File: src/clcd_pkg.sv
// Shared types, constants and helper functions of the character LCD text writer.
`timescale 1ns / 1ps
package clcd_pkg;

  localparam int unsigned COL_W      = 6;
  localparam int unsigned CURSOR_W   = 7;
  localparam int unsigned ROW_W      = 3;
  localparam int unsigned CHAR_W     = 8;
  localparam int unsigned NIBBLE_W   = 4;
  localparam int unsigned CFG_IDX_W  = 2;
  localparam int unsigned CFG_DATA_W = 6;

  localparam int unsigned QUEUE_DEPTH = 2;

  localparam logic [COL_W-1:0] COLUMN_COUNT_RST = 6'd16;
  localparam logic [ROW_W-1:0] LINE_COUNT_RST   = 3'd2;

  localparam logic [CHAR_W-1:0] CHAR_NEWLINE = 8'h0A;
  localparam logic [CHAR_W-1:0] CHAR_RETURN  = 8'h0D;
  localparam logic [CHAR_W-1:0] CMD_SET_ADDR = 8'h80;

  typedef enum logic [CFG_IDX_W-1:0] {
    CFG_COLUMN_COUNT = 2'd0,
    CFG_LINE_COUNT   = 2'd1
  } clcd_cfg_e;

  // One queue entry holds the one or two bytes that a single input item causes.
  typedef struct packed {
    logic              two;
    logic [CHAR_W-1:0] byte0;
    logic              rs0;
    logic [CHAR_W-1:0] byte1;
    logic              rs1;
  } clcd_entry_t;

  typedef struct packed {
    logic [1:0] step;
    logic       busy;
  } clcd_back_status_t;

  function automatic logic [CURSOR_W-1:0] row_offset(input logic [1:0] sel);
    logic [CURSOR_W-1:0] off;
    case (sel)
      2'd0:    off = 7'h00;
      2'd1:    off = 7'h40;
      2'd2:    off = 7'h14;
      2'd3:    off = 7'h54;
      default: off = 7'h00;
    endcase
    return off;
  endfunction

  // A row at or beyond the line count falls back to the top line.
  function automatic logic [ROW_W-1:0] fix_row(input logic [ROW_W-1:0] row,
                                               input logic [ROW_W-1:0] lines);
    return (row >= lines) ? '0 : row;
  endfunction

  function automatic logic [CHAR_W-1:0] set_address(input logic [CURSOR_W-1:0] col,
                                                    input logic [ROW_W-1:0]    row);
    logic [CURSOR_W-1:0] sum;
    sum = col + row_offset(row[1:0]);
    return CMD_SET_ADDR | {1'b0, sum};
  endfunction

endpackage

File: src/clcd_queue.sv
// Short first-in first-out queue of byte entries between the front and back ends.
`timescale 1ns / 1ps
module clcd_queue
  import clcd_pkg::*;
#(
  parameter int unsigned Depth = QUEUE_DEPTH
) (
  input  logic                         clk_i,
  input  logic                         rst_ni,
  input  logic                         push_i,
  input  clcd_entry_t                  entry_i,
  input  logic                         pop_i,
  output logic                         full_o,
  output logic                         head_valid_o,
  output clcd_entry_t                  head_o,
  output logic [$clog2(Depth+1)-1:0]   count_o
);

  localparam int unsigned PtrW = (Depth > 1) ? $clog2(Depth) : 1;
  localparam int unsigned CntW = $clog2(Depth + 1);

  clcd_entry_t         slots_q [Depth];
  logic [PtrW-1:0]     wr_ptr_q, rd_ptr_q;
  logic [CntW-1:0]     count_q;

  assign full_o       = count_q == CntW'(Depth);
  assign head_valid_o = count_q != '0;
  assign head_o       = slots_q[rd_ptr_q];
  assign count_o      = count_q;

  always_ff @(posedge clk_i) begin
    if (push_i) begin
      slots_q[wr_ptr_q] <= entry_i;
    end
  end

  always_ff @(posedge clk_i or negedge rst_ni) begin
    if (!rst_ni) begin
      wr_ptr_q <= '0;
      rd_ptr_q <= '0;
      count_q  <= '0;
    end else begin
      if (push_i) begin
        wr_ptr_q <= (wr_ptr_q == PtrW'(Depth - 1)) ? '0 : wr_ptr_q + 1'b1;
      end
      if (pop_i) begin
        rd_ptr_q <= (rd_ptr_q == PtrW'(Depth - 1)) ? '0 : rd_ptr_q + 1'b1;
      end
      if (push_i && !pop_i) begin
        count_q <= count_q + 1'b1;
      end else if (pop_i && !push_i) begin
        count_q <= count_q - 1'b1;
      end
    end
  end

endmodule

File: config.mk
export PLATFORM = sky130hd
export DESIGN_NAME = clcd_queue
export DESIGN_NICKNAME = d
export VERILOG_FILES = /design/src/clcd_pkg.sv /design/src/clcd_queue.sv
export SDC_FILE = /design/constraint.sdc
export NUM_CORES = 1
export LEC_CHECK = 0
export BUFFER_PORTS_ARGS = -buffer_cell sky130_fd_sc_hd__buf_2
export CELL_PAD_IN_SITES_DETAIL_PLACEMENT = 1
export CELL_PAD_IN_SITES_GLOBAL_PLACEMENT = 2
export CORE_MARGIN = 1.5
export CORE_UTILIZATION = 40
export CTS_CLUSTER_SIZE = 40
export DETAILED_ROUTE_END_ITERATION = 12
export PLACE_DENSITY = 0.84
export RECOVER_POWER = 25
export SLEW_MARGIN = 10
export SYNTH_ARGS = -nofsm -noshare
export SYNTH_HDL_FRONTEND = slang
export SYNTH_SLANG_ARGS = --single-unit
File: constraint.sdc
create_clock -name clk_i -period 2.5 [get_ports clk_i]
set_input_delay 0.5 -clock clk_i [delete_from_list [all_inputs] [get_ports clk_i]]
set_output_delay 0.5 -clock clk_i [all_outputs]
set_load 0.02 [all_outputs]
# ---- After elaboration in Yosys (flattened, before gate mapping)
# Memories as Yosys holds them, arrays and structs flattened.
# Index checks and enable logic that the tools add are counted.
# W data, S select, Z words.
dict set report word_totals {
  output_inout_bits 23
  ram_bits 38
  inputBits 23
  register_bits 4
  elab_cells 21
  n_memories 1
}
# name depth word_bits read_ports rd_ports_with_merged_regs write_ports line_no
set memory_table {}
lappend memory_table {slots_q 2 19 1 0 1 clcd_queue.sv:22} ;# clcd_entry_t slots_q [Depth];
dict set report classes {
  n_reduce_logical 6
  mux 6
  addsub 4
  n_eq_ne 1
}
# op n
set ops {}
lappend ops {{$mux W1} 4}
lappend ops {{$mux W2} 2}
lappend ops {{$reduce_bool A2 Y1} 2}
lappend ops {{$add A1 B1 Y1 const B} 2}
lappend ops {{$add A2 B1 Y2 const B} 1}
lappend ops {{$eq A2 B2 Y1 const B} 1}
lappend ops {{$logic_and A1 B1 Y1} 2}
lappend ops {{$logic_not A1 Y1} 2}
lappend ops {{$sub A2 B1 Y2 const B} 1}

# ---- Depth between registers and ports, before layout
dict set report depth {
  depth_word 4
  mapped_depth 5
  mapped_depth_nobuf 5
}

# ---- Worst setup path after synthesis
# Ideal clock, no wire load.
dict set report synth_path {
  path_type {input port to flip-flop}
  startpoint {input port push_i}
  endpoint {memory slots_q[0][0] (netlist name), enable pin}
  required_time_ns 2.103
  stages 1
  setup_time_ns 0.397
  path_buffers 0
  path_slack_ns 0.711
  arrival_ns 1.392
  cell_sequence {nor2b_1}
}
dict set report synth_via {
  elab_chain_cells 2
}
# element line_no
set synth_lines {}
lappend synth_lines {{start, declared} clcd_queue.sv:10} ;# input logic push_i,
lappend synth_lines {{$mux W1} clcd_queue.sv:32} ;# if (push_i) begin
lappend synth_lines {{$mux W1 (not written as such)} clcd_queue.sv:33} ;# slots_q[wr_ptr_q] <= entry_i;
lappend synth_lines {{end, declared} clcd_queue.sv:22}
# Every way passes these cells.

==> results.md <==
* #FFs+latches synth at 42
* CP endpoint kind: output pin
* Rel. slew slack at 63.57%
* CTS tree: built
* Ys async rst share at 9.524%
* PwrDens at 1182 nW/µm²
* Post-synthesis cell area at 1640 µm²
* Pin count of the biggest net entering global routing at 14
* Synth Net Count at 99
* Syn Inst Count at 75
* Clk_lat worst skew at 0.28 ns
* Detail Route Antenna Nets at 0
* Overall power at 2.435 mW
* Post-synth cell types at 13
* Endpoints failing setup at 0
* Via count at 848
* Placer Congestion at 0.6126
* Core Util, Final at 51.89%
* Vias in the first global route at 869
* Peak supply drop at 575.8 µV
* Chip width at 67.04 µm
* Tightest Pin Transition at 0.5441 ns
* Hold path cells at 1
* Tcrit/Tclk final at 74.39%
* Reg clk slew, reported paths at 0.08 ns
* Global-route wire length before repair at 4.105 mm
* Height of the die at 67.04 µm
* Detailed Routing Iterations Pass 1 at 4
* Global-route usage over all layers at 13.44%
* Maximum clock frequency at 0.5377 GHz
* Die area at 4494 µm²
* Initial antenna violation count at 0
* Status: completed
* RSZ-0062 raised after global routing: false
* Worst Reg-to-Reg Cells at 2
* CTS max path bufs at 2
* Register-to-register setup slack at 1.04 ns
* Starting Density at 41.30%
* Boundary Pins at 46
* Clock Sinks at 42
* Syn-to-layout area delta at 25.63%
* Setup Skew at 0.004674 ns
* Critical path class: reg -> out
* EDFF count, synth at 38
* Ant. Diodes at 0
* Worst Path Required at 2.00 ns
* Max_cap viols at 0
* Core region area at 3971 µm²
* Crit path from: rd_ptr_q$_DFFE_PN0P_
* Fin area at 2061 µm²
* Reg-to-Reg Start: wr_ptr_q$_DFFE_PN0P_
* Worst R2R End: slots_q[0][4]$_DFFE_PP_
* Root Buffer: clkbuf_8
* Dpl cell area at 1938 µm²
* Routed wire per std cell at 15.08 µm
* DRC viols at 0
* Syn Area/Cell at 21.87 µm²
* Leak Pwr at 0.8590 nW
* Setup TNS at 0 ns
* DRT iter0 DRCs at 27
* WL final at 2.729 mm
* # H-tree levels at 2
* CP endpoint: head_o[15]
* Synth Warn # at 0
* Rows at 23
* IO buf count at 45
* Num CTS Buffers at 5
* Final Max Tran Viols at 0
* Hold Crit Class: in -> reg
* Top_reg_cell synth: edfxtp_1
* Critical path startpoint category: flop
* Fin nets at 154
* Remaining global-route overflow at 0
* CP arrival at 1.36 ns
* Critical path peak fanout at 11
* Seq/Total Area, Yosys at 75.67%
* Fin crit period at 1.860 ns
* Post-CTS resize count at 0
* Layout cells sized above 1 at 56.49%
* DR vias/cell at 4.685
* Fin. Hold Viols at 0
## Yosys cell counts (2+ instances only)
cell type / instances / area [µm²]
dfrtp_1: 4 / 100.1
mux2_4: 19 / 285.3
buf_6: 2 / 22.52
edfxtp_1: 38 / 1141
xor2_1: 4 / 35.03
## report_power, final
part / internal (mW) / leakage [nW] / switching, mW
Combinational: 0.408 / 0.397 / 0.487
Sequential: 0.941 / 0.403 / 0.0620
Clock: 0.325 / 0.0585 / 0.212
Total: 1.67 / 0.859 / 0.761
## kinds of logic after synthesis
kind of cell               Yosys count  synth area share [%]
DFF                                 42                 75.67
muxes                               19                 17.39
xor gates and xnor gates             5                 2.670
and+or+nand+nor                      5                 1.908
buffers and inverters                3                 1.602
adders and majority gates            1                0.7627
## cell type report
class / count / area, µm²
Timing Repair Buffer: 50 / 261.5
Clock inverter: 1 / 30.03
Inverter: 1 / 3.754
Sequential cell: 42 / 1241
Tap cell: 50 / 62.56
Multi-Input combinational cell: 30 / 375.4
Fill cell: 387 / 1911
Clock buffer: 7 / 86.33
## stage by stage
step           hold slack [ns]  worst slack, ns  std cells
2_1_floorplan           0.2044           0.7108         75
6_report                0.4022           0.6402        181
3_3_place_gp            0.3112           0.8434        172
4_1_cts               0.004152           0.6180        180
3_5_place_dp            0.3142           0.7463        172
5_1_grt                 0.3817           0.5509        181
## worst max-delay path, cell delays in order (launching register included)
cell     delay [ns]
dfrtp_1        0.35
buf_4          0.25
mux2_4         0.33
buf_2          0.16
## worst min-delay path by stage
stage / start / endpoint / slack (ns)
after floorplan: rst_ni / count_o[0]$_DFFE_PN0P_ / 0.20
after global placement: rst_ni / wr_ptr_q$_DFFE_PN0P_ / 0.31
after detailed placement: rst_ni / wr_ptr_q$_DFFE_PN0P_ / 0.31
after CTS: rst_ni / wr_ptr_q$_DFFE_PN0P_ / 0.004
after global routing: entry_i[17] / slots_q[0][17]$_DFFE_PP_ / 0.38
final: entry_i[14] / slots_q[1][14]$_DFFE_PP_ / 0.40
## timing repair
item	CTS	global route
hold buffers	0	1
setup buffers	0	0
hold endpoints to repair	0	2
## registers in the layout, summed over array words and instances, names as in the netlist
register / cells
wr_ptr_q: 1
rd_ptr_q: 1
slots_q: 38
count_o: 2
## cell usage in the layout, fill, tap and decap left out, drive strengths merged
cell / instances
buf: 46
edfxtp: 38
mux2: 19
clkbuf: 10
xor2: 4
dfrtp: 4
inv: 1
or2: 1
and2: 1
and2b: 1
nor2b: 1
xnor2: 1
nor2: 1
ha: 1
bufinv: 1
dlygate4sd3: 1
## metal layers
metal / GRT usage [%] / vias to the layer above / wire length, µm / share of wire [%]
li1: - / 393 / - / -
met1: 14.38 / 428 / 1056 / 39
met2: 23.02 / 25 / 1496 / 55
met3: 5.405 / 2 / 151 / 5.5
met4: 6.122 / 0 / 25 / 0.92
met5: 0 / - / 0 / 0
No activity file was read; power rests on OpenSTA's default activity.
